**src/design/b64e_pkg.sv**
```systemverilog
// shared types, constants and helper functions for the base64/32/16 text encoder
// no dependencies; imported by the front, queue and back modules

package b64e_pkg;

    localparam logic [1:0] MODE_B64 = 2'd0;
    localparam logic [1:0] MODE_B32 = 2'd1;
    localparam logic [1:0] MODE_B16 = 2'd2;

    localparam int QUEUE_DEPTH = 4;

    // one gathered group, first byte in the top bits, zero-filled below
    typedef struct packed {
        logic [39:0] data;
        logic [3:0]  nchar;
        logic [1:0]  mode;
        logic        eom;
    } grp_t;

    function automatic logic [2:0] group_size(input logic [1:0] mode);
        logic [2:0] g;
        unique case (mode)
            MODE_B64: g = 3'd3;
            MODE_B32: g = 3'd5;
            default:  g = 3'd1;
        endcase
        return g;
    endfunction

    // ceil(8n/w) for a group of n bytes
    function automatic logic [3:0] char_count(input logic [1:0] mode, input logic [2:0] n);
        logic [3:0] c;
        unique case (mode)
            MODE_B64: begin
                unique case (n)
                    3'd1:    c = 4'd2;
                    3'd2:    c = 4'd3;
                    default: c = 4'd4;
                endcase
            end
            MODE_B32: begin
                unique case (n)
                    3'd1:    c = 4'd2;
                    3'd2:    c = 4'd4;
                    3'd3:    c = 4'd5;
                    3'd4:    c = 4'd7;
                    default: c = 4'd8;
                endcase
            end
            default: c = 4'd2;
        endcase
        return c;
    endfunction

    function automatic logic [5:0] top_index(input logic [39:0] data, input logic [1:0] mode);
        logic [5:0] idx;
        unique case (mode)
            MODE_B64: idx = data[39:34];
            MODE_B32: idx = {1'b0, data[39:35]};
            default:  idx = {2'b00, data[39:36]};
        endcase
        return idx;
    endfunction

    function automatic logic [39:0] shift_out(input logic [39:0] data, input logic [1:0] mode);
        logic [39:0] r;
        unique case (mode)
            MODE_B64: r = {data[33:0], 6'd0};
            MODE_B32: r = {data[34:0], 5'd0};
            default:  r = {data[35:0], 4'd0};
        endcase
        return r;
    endfunction

    // alphabet A-Z a-z 0-9 + /
    function automatic logic [6:0] sym_of(input logic [5:0] idx);
        logic [6:0] x;
        logic [6:0] c;
        x = {1'b0, idx};
        if (idx < 6'd26) begin
            c = 7'd65 + x;
        end else if (idx < 6'd52) begin
            c = 7'd71 + x;
        end else if (idx < 6'd62) begin
            c = x - 7'd4;
        end else if (idx == 6'd62) begin
            c = 7'd43;
        end else begin
            c = 7'd47;
        end
        return c;
    endfunction

endpackage

```
**src/design/b64e_front.sv**
```systemverilog
// front end: holds the mode register, gathers input bytes into groups
// depends on b64e_pkg; pushes finished groups into b64e_queue

module b64e_front (
    input  logic               aclk,
    input  logic               aresetn,
    input  logic               cfg_wr_en,
    input  logic [1:0]         cfg_wr_data,
    input  logic               s_tvalid,
    output logic               s_tready,
    input  logic [7:0]         s_tdata,   // [7:0] data_byte
    input  logic               s_tlast,   // end_of_message
    output logic               push_valid,
    input  logic               push_ready,
    output b64e_pkg::grp_t     push_item
);
    import b64e_pkg::*;

    logic [1:0]  mode_reg, mode_next;
    logic [31:0] pend_reg, pend_next;
    logic [2:0]  cnt_reg, cnt_next;

    logic        accept;
    logic [2:0]  n;
    logic [39:0] acc;
    logic [39:0] aligned;
    logic        done;

    assign s_tready = push_ready;
    assign accept   = s_tvalid && push_ready;
    assign n        = cnt_reg + 3'd1;
    assign acc      = {pend_reg, s_tdata};
    assign done     = s_tlast || (n >= group_size(mode_reg));

    always_comb begin
        unique case (n)
            3'd1:    aligned = {acc[7:0], 32'd0};
            3'd2:    aligned = {acc[15:0], 24'd0};
            3'd3:    aligned = {acc[23:0], 16'd0};
            3'd4:    aligned = {acc[31:0], 8'd0};
            default: aligned = acc;
        endcase
    end

    assign push_valid      = accept && done;
    assign push_item.data  = aligned;
    assign push_item.nchar = char_count(mode_reg, n);
    assign push_item.mode  = mode_reg;
    assign push_item.eom   = s_tlast;

    always_comb begin
        mode_next = mode_reg;
        pend_next = pend_reg;
        cnt_next  = cnt_reg;
        if (cfg_wr_en) begin
            mode_next = cfg_wr_data;
            pend_next = '0;
            cnt_next  = '0;
        end else if (accept) begin
            if (done) begin
                pend_next = '0;
                cnt_next  = '0;
            end else begin
                pend_next = acc[31:0];
                cnt_next  = n;
            end
        end
    end

    always_ff @(posedge aclk) begin
        if (!aresetn) begin
            mode_reg <= MODE_B64;
            pend_reg <= '0;
            cnt_reg  <= '0;
        end else begin
            mode_reg <= mode_next;
            pend_reg <= pend_next;
            cnt_reg  <= cnt_next;
        end
    end

endmodule

```
**src/design/b64e_queue.sv**
```systemverilog
// short group queue between the front and back ends
// depends on b64e_pkg for the group type

module b64e_queue #(
    parameter int DEPTH = b64e_pkg::QUEUE_DEPTH
) (
    input  logic           aclk,
    input  logic           aresetn,
    input  logic           push_valid,
    output logic           push_ready,
    input  b64e_pkg::grp_t push_item,
    output logic           pop_valid,
    input  logic           pop_ready,
    output b64e_pkg::grp_t pop_item
);
    import b64e_pkg::*;

    localparam int PW = (DEPTH > 1) ? $clog2(DEPTH) : 1;
    localparam int CW = $clog2(DEPTH + 1);

    grp_t          slot_reg [DEPTH];
    logic [PW-1:0] wr_ptr_reg, wr_ptr_next;
    logic [PW-1:0] rd_ptr_reg, rd_ptr_next;
    logic [CW-1:0] cnt_reg, cnt_next;
    logic          do_push, do_pop;

    assign push_ready = (cnt_reg != CW'(DEPTH));
    assign pop_valid  = (cnt_reg != '0);
    assign pop_item   = slot_reg[rd_ptr_reg];
    assign do_push    = push_valid && push_ready;
    assign do_pop     = pop_valid && pop_ready;

    always_comb begin
        wr_ptr_next = wr_ptr_reg;
        rd_ptr_next = rd_ptr_reg;
        cnt_next    = cnt_reg;
        if (do_push) begin
            wr_ptr_next = (wr_ptr_reg == PW'(DEPTH - 1)) ? '0 : wr_ptr_reg + 1'b1;
        end
        if (do_pop) begin
            rd_ptr_next = (rd_ptr_reg == PW'(DEPTH - 1)) ? '0 : rd_ptr_reg + 1'b1;
        end
        if (do_push && !do_pop) begin
            cnt_next = cnt_reg + 1'b1;
        end else if (do_pop && !do_push) begin
            cnt_next = cnt_reg - 1'b1;
        end
    end

    always_ff @(posedge aclk) begin
        if (do_push) begin
            slot_reg[wr_ptr_reg] <= push_item;
        end
    end

    always_ff @(posedge aclk) begin
        if (!aresetn) begin
            wr_ptr_reg <= '0;
            rd_ptr_reg <= '0;
            cnt_reg    <= '0;
        end else begin
            wr_ptr_reg <= wr_ptr_next;
            rd_ptr_reg <= rd_ptr_next;
            cnt_reg    <= cnt_next;
        end
    end

endmodule

```
**src/design/b64e_back.sv**
```systemverilog
// back end: splits queued groups into indices and drives the output register
// depends on b64e_pkg; pops groups from b64e_queue

module b64e_back (
    input  logic           aclk,
    input  logic           aresetn,
    input  logic           pop_valid,
    output logic           pop_ready,
    input  b64e_pkg::grp_t pop_item,
    output logic           m_tvalid,
    input  logic           m_tready,
    output logic [7:0]     m_tdata,   // [6:0] out_char, [7] zero
    output logic           m_tlast    // last_char
);
    import b64e_pkg::*;

    logic [39:0] shift_reg, shift_next;
    logic [3:0]  left_reg, left_next;
    logic [1:0]  mode_reg, mode_next;
    logic        eom_reg, eom_next;
    logic        m_tvalid_reg, m_tvalid_next;
    logic [6:0]  char_reg, char_next;
    logic        last_reg, last_next;
    logic        out_free;

    assign out_free = !m_tvalid_reg || m_tready;
    assign m_tvalid = m_tvalid_reg;
    assign m_tdata  = {1'b0, char_reg};
    assign m_tlast  = last_reg;

    always_comb begin
        shift_next    = shift_reg;
        left_next     = left_reg;
        mode_next     = mode_reg;
        eom_next      = eom_reg;
        m_tvalid_next = m_tvalid_reg;
        char_next     = char_reg;
        last_next     = last_reg;
        pop_ready     = 1'b0;
        if (out_free) begin
            if (left_reg != '0) begin
                char_next     = sym_of(top_index(shift_reg, mode_reg));
                shift_next    = shift_out(shift_reg, mode_reg);
                left_next     = left_reg - 4'd1;
                last_next     = eom_reg && (left_reg == 4'd1);
                m_tvalid_next = 1'b1;
            end else if (pop_valid) begin
                pop_ready     = 1'b1;
                char_next     = sym_of(top_index(pop_item.data, pop_item.mode));
                shift_next    = shift_out(pop_item.data, pop_item.mode);
                left_next     = pop_item.nchar - 4'd1;
                mode_next     = pop_item.mode;
                eom_next      = pop_item.eom;
                last_next     = pop_item.eom && (pop_item.nchar == 4'd1);
                m_tvalid_next = 1'b1;
            end else begin
                m_tvalid_next = 1'b0;
            end
        end
    end

    always_ff @(posedge aclk) begin
        if (!aresetn) begin
            left_reg     <= '0;
            m_tvalid_reg <= 1'b0;
        end else begin
            left_reg     <= left_next;
            m_tvalid_reg <= m_tvalid_next;
        end
    end

    always_ff @(posedge aclk) begin
        shift_reg <= shift_next;
        mode_reg  <= mode_next;
        eom_reg   <= eom_next;
        char_reg  <= char_next;
        last_reg  <= last_next;
    end

endmodule

```
**src/design/base64_32_16_text_encoder_unit.sv**
```systemverilog
// top level of the unpadded base64/base32/base16 text encoder
// depends on b64e_pkg, b64e_front, b64e_queue and b64e_back
//
// Bytes enter on the s_ stream, one per cycle while s_tready is high, s_tlast on the final
// byte of a message; the encoded characters leave on the m_ stream, one per cycle while
// m_tready is high, m_tlast on the message's last character. The front end gathers a group
// (3 bytes base64, 5 base32, 1 base16) and hands it to a queue of QUEUE_DEPTH groups; the
// back end turns each group into 2 to 8 characters at one character per cycle while
// m_tready is high. The output character rate sets throughput, and a short group at a
// message end costs its own characters. A completed group goes into a queue slot, then its
// first character into the back end's output register. Write cfg_wr_data (0 base64,
// 1 base32, 2 base16) only while idle; a write drops any bytes gathered so far.

module base64_32_16_text_encoder_unit #(
    parameter int QUEUE_DEPTH = b64e_pkg::QUEUE_DEPTH
) (
    input  logic       aclk,
    input  logic       aresetn,
    input  logic       cfg_wr_en,
    input  logic [1:0] cfg_wr_data,
    input  logic       s_tvalid,
    output logic       s_tready,
    input  logic [7:0] s_tdata,   // [7:0] data_byte
    input  logic       s_tlast,   // end_of_message
    output logic       m_tvalid,
    input  logic       m_tready,
    output logic [7:0] m_tdata,   // [6:0] out_char, [7] zero
    output logic       m_tlast    // last_char
);
    import b64e_pkg::*;

    logic push_valid, push_ready;
    grp_t push_item;
    logic pop_valid, pop_ready;
    grp_t pop_item;

    b64e_front u_front (
        .aclk       (aclk),
        .aresetn    (aresetn),
        .cfg_wr_en  (cfg_wr_en),
        .cfg_wr_data(cfg_wr_data),
        .s_tvalid   (s_tvalid),
        .s_tready   (s_tready),
        .s_tdata    (s_tdata),
        .s_tlast    (s_tlast),
        .push_valid (push_valid),
        .push_ready (push_ready),
        .push_item  (push_item)
    );

    b64e_queue #(
        .DEPTH(QUEUE_DEPTH)
    ) u_queue (
        .aclk      (aclk),
        .aresetn   (aresetn),
        .push_valid(push_valid),
        .push_ready(push_ready),
        .push_item (push_item),
        .pop_valid (pop_valid),
        .pop_ready (pop_ready),
        .pop_item  (pop_item)
    );

    b64e_back u_back (
        .aclk     (aclk),
        .aresetn  (aresetn),
        .pop_valid(pop_valid),
        .pop_ready(pop_ready),
        .pop_item (pop_item),
        .m_tvalid (m_tvalid),
        .m_tready (m_tready),
        .m_tdata  (m_tdata),
        .m_tlast  (m_tlast)
    );

endmodule

```
**config.mk**
```make
export PLATFORM = sky130hd
export DESIGN_NAME = base64_32_16_text_encoder_unit
export DESIGN_NICKNAME = d
export VERILOG_FILES = /design/src/design/b64e_pkg.sv /design/src/design/b64e_front.sv /design/src/design/b64e_queue.sv /design/src/design/b64e_back.sv /design/src/design/base64_32_16_text_encoder_unit.sv
export SDC_FILE = /design/constraint.sdc
export NUM_CORES = 1
export LEC_CHECK = 0
export ABC_AREA = 1
export ABC_CLOCK_PERIOD_IN_PS = 7250
export BUFFER_PORTS_ARGS = -buffer_cell sky130_fd_sc_hd__clkbuf_2
export CAP_MARGIN = 20
export CORE_ASPECT_RATIO = 1.75
export CORE_MARGIN = 2
export CORE_UTILIZATION = 68
export DETAILED_ROUTE_END_ITERATION = 8
export GPL_TIMING_DRIVEN = 0
export PLACE_DENSITY = 0.84
export SYNTH_ARGS = -nofsm -noshare
export SYNTH_HDL_FRONTEND = slang
export SYNTH_SLANG_ARGS = --single-unit
```
**constraint.sdc**
```tcl
create_clock -name aclk -period 7.25 [get_ports aclk]
set_input_delay 1.45 -clock aclk [delete_from_list [all_inputs] [get_ports aclk]]
set_output_delay 1.45 -clock aclk [all_outputs]
set_load 0.05 [all_outputs]
```
Yosys cells after proc, flatten, opt, wreduce, memory -nomap -nowiden --
Memories as Yosys holds them, arrays and structs flattened. A register that Yosys moved wholly into a read port is not among the register bits. Cells that the tools add are included.
Storage, ports and cells: register bits after elaboration 100, memory bits (writable) 188, bits of input ports 16, output and inout port bits 11, logic and storage cells 117, memories 1
Memory list:
- u_queue.slot_reg | depth 4, width 47, rd ports 1, clocked after Yosys merged registers in 1, write ports 1, RTL line b64e_queue.sv:21 | grp_t slot_reg [DEPTH];
Cells by class: add/sub/neg operators 13, magnitude comparators 7, equal/unequal tests 14, mux-type cells 44, bitwise operators 2, reduce and logical (&&, ||, !) cells 23
Operators by type and width (count):
- $pmux 40 s2 | 2
- $pmux 40 s4 | 1
- $mux 40 | 2
- $mux 7 | 8
- $mux 32 | 1
- $mux 6 | 5
- $add 7x6->7 const A | 4
- $lt 6x6->1 const B | 4
- $pmux 6 s2 | 2
- $pmux 4 s4 | 1
- $mux 3 | 5
- $sub 6x3->7 const B | 2
- $eq 6x6->1 const B | 2
- $lt 6x5->1 const B | 2
- $pmux 3 s2 | 2
- $eq 4x1->1 const B | 2
- $logic_and 1x1->1 | 8
- $mux 1 | 8
- $mux 2 | 4
- $mux 4 | 2
- $pmux 4 s2 | 1
- $sub 4x1->4 const B | 2
- $add 3x1->3 const B | 2
- $eq 2x1->1 const B | 3
- 18 further kinds | 28

Longest topological paths before layout --
Gate-level depths: netlist of run 1.
word-level depth 12, depth in mapped cells 18, mapped depth without buffers 17

Hierarchy --
From an unflattened synthesis of run 1, not the netlist that was laid out.
Unflattened totals: cell total of the unflattened synthesis 1580, area total of the unflattened synthesis 14915.6 µm²
Modules (own cells, without submodules):
- b64e_queue | times used 1, cells each 525, area each 7871.3 µm², sequential area each 5825.6 µm²
- b64e_back | times used 1, cells each 577, area each 4281.6 µm², sequential area each 1511.4 µm²
- b64e_front | times used 1, cells each 478, area each 2762.6 µm², sequential area each 740.7 µm²

Worst setup path after synthesis of run 1 --
OpenSTA, ideal clock, no wires.
path kind in2reg, start point input m_tready, end point register u_back.left_reg[2], library setup time 0.131 ns, arrival 4.553 ns, data required time 7.119 ns, path slack 2.566 ns, stages on the path 5, buffers on the path 0, cell sequence nor2_1 > a21oi_1 > inv_1 > o21ai_0 > a21oi_1
Between the ends: word-level cells in the longest chain between the ends 2
RTL lines:
- start, declared | RTL line base64_32_16_text_encoder_unit.sv:26 | input logic m_tready,
- $logic_or 1x1->1 | RTL line b64e_back.sv:26 | assign out_free = !m_tvalid_reg || m_tready;
- $reduce_and 2->1 (no source line)
- end signal, assigned | RTL line b64e_back.sv:67 | left_reg <= left_next;
- end, declared | RTL line b64e_back.sv:18 | logic [3:0] left_reg, left_next;
No other way between the ends. A chain may end at the register's enable or synchronous reset.

Final worst setup path of run 1 --
start point register u_back.left_reg[0], end point register u_queue.cnt_reg[1]
Between the ends: word-level cells in the longest chain between the ends 7, elaborated cells between the ends (all ways) 9, classes of those cells 3 x mux; 6 x reduce/logical
RTL lines:
- $reduce_bool 4->1 | RTL line b64e_back.sv:41 | if (left_reg != '0) begin
- $mux 1 | RTL line b64e_back.sv:41
- $mux 1 | RTL line b64e_back.sv:40 | if (out_free) begin
- $logic_and 1x1->1 | RTL line b64e_queue.sv:31 | assign do_pop = pop_valid && pop_ready;
- $logic_not 1->1 | RTL line b64e_queue.sv:43 | if (do_push && !do_pop) begin
- $logic_and 1x1->1 | RTL line b64e_queue.sv:43
- $mux 3 | RTL line b64e_queue.sv:43
- net u_queue.cnt_next[1] | RTL line b64e_queue.sv:24 | logic [CW-1:0] cnt_reg, cnt_next;
- end signal, assigned | RTL line b64e_queue.sv:64 | cnt_reg <= cnt_next;
- end, declared | RTL line b64e_queue.sv:24
The timed path passes the listed nets, and every way through them passes these cells.

==> metrics.yaml, run 1 <==
outcome: "complete, no violations"
globalRouteMet1Util: 0.365
ir_worst_vdd_v: 0.000379
io_buffers: 24
drv_cap: 0
cts_tree: "done"
cpMostUsedCell: "inv_1"
p_leak_nw: 5.90
critPathRequiredTime_ns: 7.67
final.setup.worst_slack_ns: 3.41
synth_top_cell_by_area: "edfxtp_1"
drt_iter0_markers: 1261
finalSetupTns_ns: 0
cts.sinks: 286
p_total_mw: 7.48
syn_area_um2: 13900
nFillCells: 1409
worst-slew-pin-transition_ns: 1.06
synth-edff-count: 235
critPathMaxStageDelay_ns: 0.86
endpoint_kind: "flip-flop"
rows: 69
routabilityCongestion: 1.05
crit_fanout: 10
chipHeight_um: 193
cts_setup_buffers: 0
final_hold_viol_count: 0
r2r_start: "u_back.left_reg[0]"
crit_path_cell_trace: "inv_1 > ha_1 > inv_1 > nor2_1 > inv_1 > nor2_1 > clkbuf_1 > inv_2 > nor3_1 > inv_1 > ha_1 > inv_1 > fa_1 > o21ai_0 > nor2_1"
cts_made_buffers: 25
synth_area_leaders: "edfxtp_1 (51%), dfxtp_1 (7.3%), nand2_1 (7.3%)"
finalClockSkew_ns: 0.0175
rsz0062_at_grt: "false"
synth.most_common_cell: "nand2_1"
drc: 0
via_per_inst: 6.51
ys_warn_count: 0
netlist.area_leader.share: 0.506
grt_pass1_wl_um: 59400
busiest_layer: "met2"
clock_latency_ns: 0.53
slew-limit-headroom: 0.287
place_hpwl_um: 27700
cts_resized: 0
period_share: 0.529
antennaDiodeCount: 0
path_clk_slew_ns: 0.07
grt_usage: 0.351
synthFlopType: "edfxtp_1"
r2r-end: "u_queue.cnt_reg[1]"
syn_inst: 1437
h-tree-depth: 1
path_delay_family: "buffers and inverters"
avgRoutedWirePerCell_um: 21.8
setup_viol: 0
fmax_ghz: 0.261
largest_reg_flops: 188
ys_top_cells_by_count: "nand2_1 (270), edfxtp_1 (235), nor2_1 (142), inv_1 (133), a21oi_1 (108)"
gr-total-overflow: 0
r2r_cells: 15
grt_max_degree: 32
grt_pass1_vias: 11400
min_to: "u_queue.cnt_reg[2]"
start_util: 0.690
min_from: "u_queue.cnt_reg[2]"
ys_ff_latch: 286
path_buf_inv: 7
areaGrowthSynthToFinish_pct: 10.6
met3_usage: 0.0439
fin_nets: 1539
synth_area_per_cell_um2: 9.70
final_antenna_net_count: 0
cts-hold-fix-buffers: 0
hold-path-cell-count: 2
path_class: "flip-flop to flip-flop"
ys_async_sr_fraction: 0
clk_path_buf_depth: 3
arrival_ns: 4.26
finalCriticalPeriod_ns: 3.84
hp-class: "flip-flop to flip-flop"
core_um2: 20200
die_w_um: 112
drt-total-wl_um: 38400
syn_nets: 1482
post_synth_num_cell_types: 53
route.vias.total: 11500
drv_slew: 0
dp_slack_ns: 3.44
ys_seq_area_frac: 0.580
io_pins: 27
layout-drive-gt1-share: 0.0853
dieArea_um2: 21700
drtPass1Iterations: 5
worstSetupStartpointType: "flip-flop"
root_buffer: "clkbuf_16"
antenna_found_initial: 0
reg2reg_setup_slack_ns: 3.41
cpMaxStageDelayCell: "nor3_1"
met2_usage: 0.654
power_density_nw_per_um2: 485
## how the worst max path moves through the flow
| stage | startpoint | end | slack [ns] | cells after the start |
|---|---|---|---|---|
| 2_1_floorplan | m_tready | u_back.left_reg[2] | 2.57 | 5 |
| 3_3_place_gp | m_tready | u_back.left_reg[2] | 1.27 | 6 |
| 3_5_place_dp | m_tready | u_queue.cnt_reg[1] | 3.44 | 9 |
| 4_1_cts | u_back.left_reg[0] | u_queue.cnt_reg[1] | 3.45 | 15 |
| 5_1_grt | u_back.left_reg[1] | u_queue.cnt_reg[1] | 3.12 | 15 |
| 6_report | u_back.left_reg[0] | u_queue.cnt_reg[1] | 3.41 | 15 |
## cells by family after synthesis
kind of cell / Yosys count / share of synthesized area
AND/OR/NAND/NOR: 500 / 0.147
flip-flops: 286 / 0.580
adder cells (fa/ha/maj): 29 / 0.0266
AO/OA/AOI/OAI: 389 / 0.177
XOR/XNOR: 8 / 0.00503
buffers and inverters: 224 / 0.0638
other: 1 / 0.000269
## layout make-up
class | count | area, um2 | area share
sequential | 286 | 8080 | 0.524
clock inverter | 18 | 231 | 0.0150
timing repair buffer | 30 | 255 | 0.0166
inverter | 145 | 546 | 0.0354
tap | 248 | 310 | 0.0201
clock buffer | 27 | 633 | 0.0411
multi-input combinational | 927 | 5010 | 0.325
buffer | 79 | 344 | 0.0223
## cells in the final DEF (no fill, tap or decap), types with 28 or more instances in the layout
cell type	count
nand2_1	270
edfxtp_1	235
nor2_1	138
inv_1	133
a21oi_1	107
o21ai_0	92
o22ai_1	66
clkbuf_1	53
dfxtp_1	51
nand3_1	50
a211oi_1	31
a32o_1	29
ha_1	28
## power by group
part | internal (mW) | switching, mW
clock network | 0.815 | 0.595
logic | 1.13 | 2.56
registers | 2.23 | 0.145
## layer usage
layer,vias up,part of all wire
li1,5233,-
met1,5380,0.32
met2,664,0.54
met3,177,0.070
met4,0,0.068
met5,-,0
## worst register-to-register path, cell delays in order, from the launching register on
cell	delay, ns
dfxtp_1	0.33
inv_1	0.09
ha_1	0.15
inv_1	0.05
nor2_1	0.11
inv_1	0.05
nor2_1	0.11
clkbuf_1	0.50
inv_2	0.24
nor3_1	0.86
inv_1	0.24
ha_1	0.27
inv_1	0.10
fa_1	0.42
o21ai_0	0.16
nor2_1	0.05
## metrics by stage
step                hold WS, ns  area [um2]   util  cells
floorplan                 0.452       13900      -   1437
global placement          0.475       14400  0.711   1709
detailed placement        0.490       14500  0.720   1715
CTS                       0.498       15400  0.763   1760
global route              0.525       15400  0.763   1760
finish                    0.494       15400  0.763   1760
Power figures use the tool's default switching activity.
==> run 2: changes to the inputs <==
ABC_CLOCK_PERIOD_IN_PS = 3700   (was 7250)
CORE_UTILIZATION = 63   (was 68)
PLACE_DENSITY = 0.79   (was 0.84)
clock period = 3.7 ns   (was 7.25 ns; I/O delays follow)
==> run 2 against run 1 <==
Effect of this change:
- sequential cell count did not move
- clock-buffer cell count rose by 6
- critical path depth fell by 1
- worst setup slack got worse by 3.1 ns
- first-iteration DRC count fell by 13%
- combinational power rose by 94%
- register-to-register slack got worse by 3.1 ns
- largest cell class unchanged
- sequential share of layout area barely moved
- cell count rose by 2.7%
- global-route usage fell by 2.0 points
==> metrics.yaml, run 2 (synthesis results as in run 1) <==
outcome: "complete, no violations"  # unchanged
path_clk_slew_ns: 0.06  # was 0.07 ns
clock_latency_ns: 0.54  # was 0.53 ns
io_buffers: 24  # unchanged
areaGrowthSynthToFinish_pct: 10.5  # was 10.6%
hp-class: "primary input to flip-flop"  # was flip-flop to flip-flop
cts_setup_buffers: 0  # unchanged
grt_pass1_wl_um: 58500  # was 59400 um
avgRoutedWirePerCell_um: 21.1  # was 21.8 um
fmax_ghz: 0.298  # was 0.261 GHz
reg2reg_setup_slack_ns: 0.34  # was 3.41 ns
cts_tree: "done"  # unchanged
dieArea_um2: 23400  # was 21700 um2
root_buffer: "clkbuf_16"  # unchanged
post-place-cells: 1762  # was 1715
hold_ws_ns: 0.444  # was 0.494 ns
finalCriticalPeriod_ns: 3.36  # was 3.84 ns
period_share: 0.908  # was 0.529
drv_cap: 0  # unchanged
min_from: "cfg_wr_data[1]"  # was u_queue.cnt_reg[2]
clk_path_buf_depth: 3  # unchanged
via_per_inst: 6.17  # was 6.51
cts.sinks: 286  # unchanged
r2r_cells: 14  # was 15
power.internal_mw: 8.04  # was 4.18 mW
arrival_ns: 3.78  # was 4.26 ns
die_w_um: 116  # was 112 um
h-tree-depth: 1  # unchanged
routabilityCongestion: 1.02  # was 1.05
drc: 0  # unchanged
grt_usage: 0.332  # was 0.351
finalClockSkew_ns: 0.0176  # was 0.0175 ns
power_switching_mw: 6.41  # was 3.30 mW
power_density_nw_per_um2: 938  # was 485 nW/um2
place_hpwl_um: 27800  # was 27700 um
finalNonFillerCells: 1807  # was 1760
seqPwrFrac: 0.323  # was 0.318
rsz0062_at_grt: "false"  # unchanged
largest_reg_flops: 188  # unchanged
cts-hold-fix-buffers: 0  # unchanged
route.vias.total: 11200  # was 11500
critPathRequiredTime_ns: 4.12  # was 7.67 ns
layout-drive-gt1-share: 0.0841  # was 0.0853
chipHeight_um: 201  # was 193 um
final_common_cell: "nand2_1"  # unchanged
worstSetupStartpointType: "flip-flop"  # unchanged
core_um2: 21900  # was 20200 um2
p_clk_frac: 0.182  # was 0.189
pwr-share-comb: 0.495  # was 0.493
p_leak_nw: 5.86  # was 5.90 nW
final_cell_mix: "nand2_1 (270), edfxtp_1 (235), nor2_1 (138), inv_1 (133), a21oi_1 (107)"  # unchanged
rows: 72  # was 69
drt_iter0_markers: 1092  # was 1261
cts_made_buffers: 25  # unchanged
grt_pass1_vias: 11300  # was 11400
antennaDiodeCount: 0  # unchanged
sw_frac_of_total: 0.443  # was 0.442
ir_worst_vdd_v: 0.000458  # was 0.000379 V
antenna_found_initial: 0  # unchanged
finalSetupTns_ns: 0  # unchanged
setup_viol: 0  # unchanged
crit_fanout: 10  # unchanged
final_hold_viol_count: 0  # unchanged
gr-total-overflow: 0  # unchanged
r2r_start: "u_front.cnt_reg[0]"  # was u_back.left_reg[0]
drv_slew: 0  # unchanged
drt-total-wl_um: 38100  # was 38400 um
r2r-end: "u_queue.cnt_reg[1]"  # unchanged
endpoint_kind: "flip-flop"  # unchanged
drtPass1Iterations: 6  # was 5
worst-slew-pin-transition_ns: 0.917  # was 1.06 ns
fin_nets: 1538  # was 1539
slew-limit-headroom: 0.384  # was 0.287
final_core_util: 0.703  # was 0.763
min_to: "u_front.mode_reg[1]"  # was u_queue.cnt_reg[2]
hold-path-cell-count: 3  # was 2
grt_max_degree: 32  # unchanged
io_pins: 27  # unchanged
path_class: "flip-flop to flip-flop"  # unchanged
final_antenna_net_count: 0  # unchanged
start_util: 0.637  # was 0.690
[run 2: power by group through the flow]
| stage | Combinational [mW] | Sequential [mW] | Clock, mW |
|---|---|---|---|
| finish | 7.15 | 4.67 | 2.63 |
| global route | 7.83 | 4.72 | 2.74 |
| CTS | 7.02 | 4.66 | 2.63 |
| detailed placement | 6.94 | 4.73 | 0 |
| global placement | 6.75 | 4.76 | 0 |
| floorplan | 4.83 | 4.83 | 0 |
[run 2: how the worst max path moves through the flow]
| stage | start | slack, ns | endpoint |
|---|---|---|---|
| after floorplan | u_front.cnt_reg[0] | -0.18 | u_queue.slot_reg[0][0] |
| after global placement | u_front.cnt_reg[0] | -1.79 | u_queue.slot_reg[2][35] |
| after detailed placement | u_back.left_reg[0] | -0.14 | u_queue.cnt_reg[1] |
| after CTS | u_back.left_reg[0] | 0.23 | u_queue.cnt_reg[1] |
| after global routing | u_front.cnt_reg[0] | 0.09 | u_queue.cnt_reg[2] |
| final | u_front.cnt_reg[0] | 0.34 | u_queue.cnt_reg[1] |
[run 2: metrics by stage]
stage	worst slack (ns)	instance area, um2	power, mW
floorplan	-0.180	13900	9.66
global placement	-1.79	14400	11.5
detailed placement	-0.144	14600	11.7
CTS	0.227	15400	14.3
global route	0.0928	15400	15.3
finish	0.340	15400	14.4
[run 2: worst max-delay path, cell delays in order (launching register included)]
cell and delay [ns]:
dfxtp_1 0.37, ha_1 0.23, or2_2 0.29, nand2_1 0.11, ha_1 0.26, nand2_1 0.09
nor2_1 0.05, a2111o_1 0.30, nand2_1 0.41, inv_1 0.20, ha_1 0.23, inv_1 0.09
fa_1 0.41, o21ai_0 0.16, nor2_1 0.05
[run 2: final cells by class]
class	count	area, um2
Buffer	79	344
Clock buffer	33	686
Clock inverter	12	130
Fill cell	1636	6500
Inverter	145	546
Multi-Input combinational cell	927	5020
Sequential cell	286	8080
Tap cell	296	370
Timing Repair Buffer	29	220
[run 2: what timing repair did]
action                                 4_1_cts  5_1_grt
endpoints found under the hold margin        0        0
setup endpoints to repair                    2        2
gates resized for setup                      1        1
[run 2: layer usage]
metal  share of wire  GRT usage
met1            0.34      0.347
met2            0.53      0.602
met3           0.052     0.0405
met4           0.072      0.221
met5               0          0
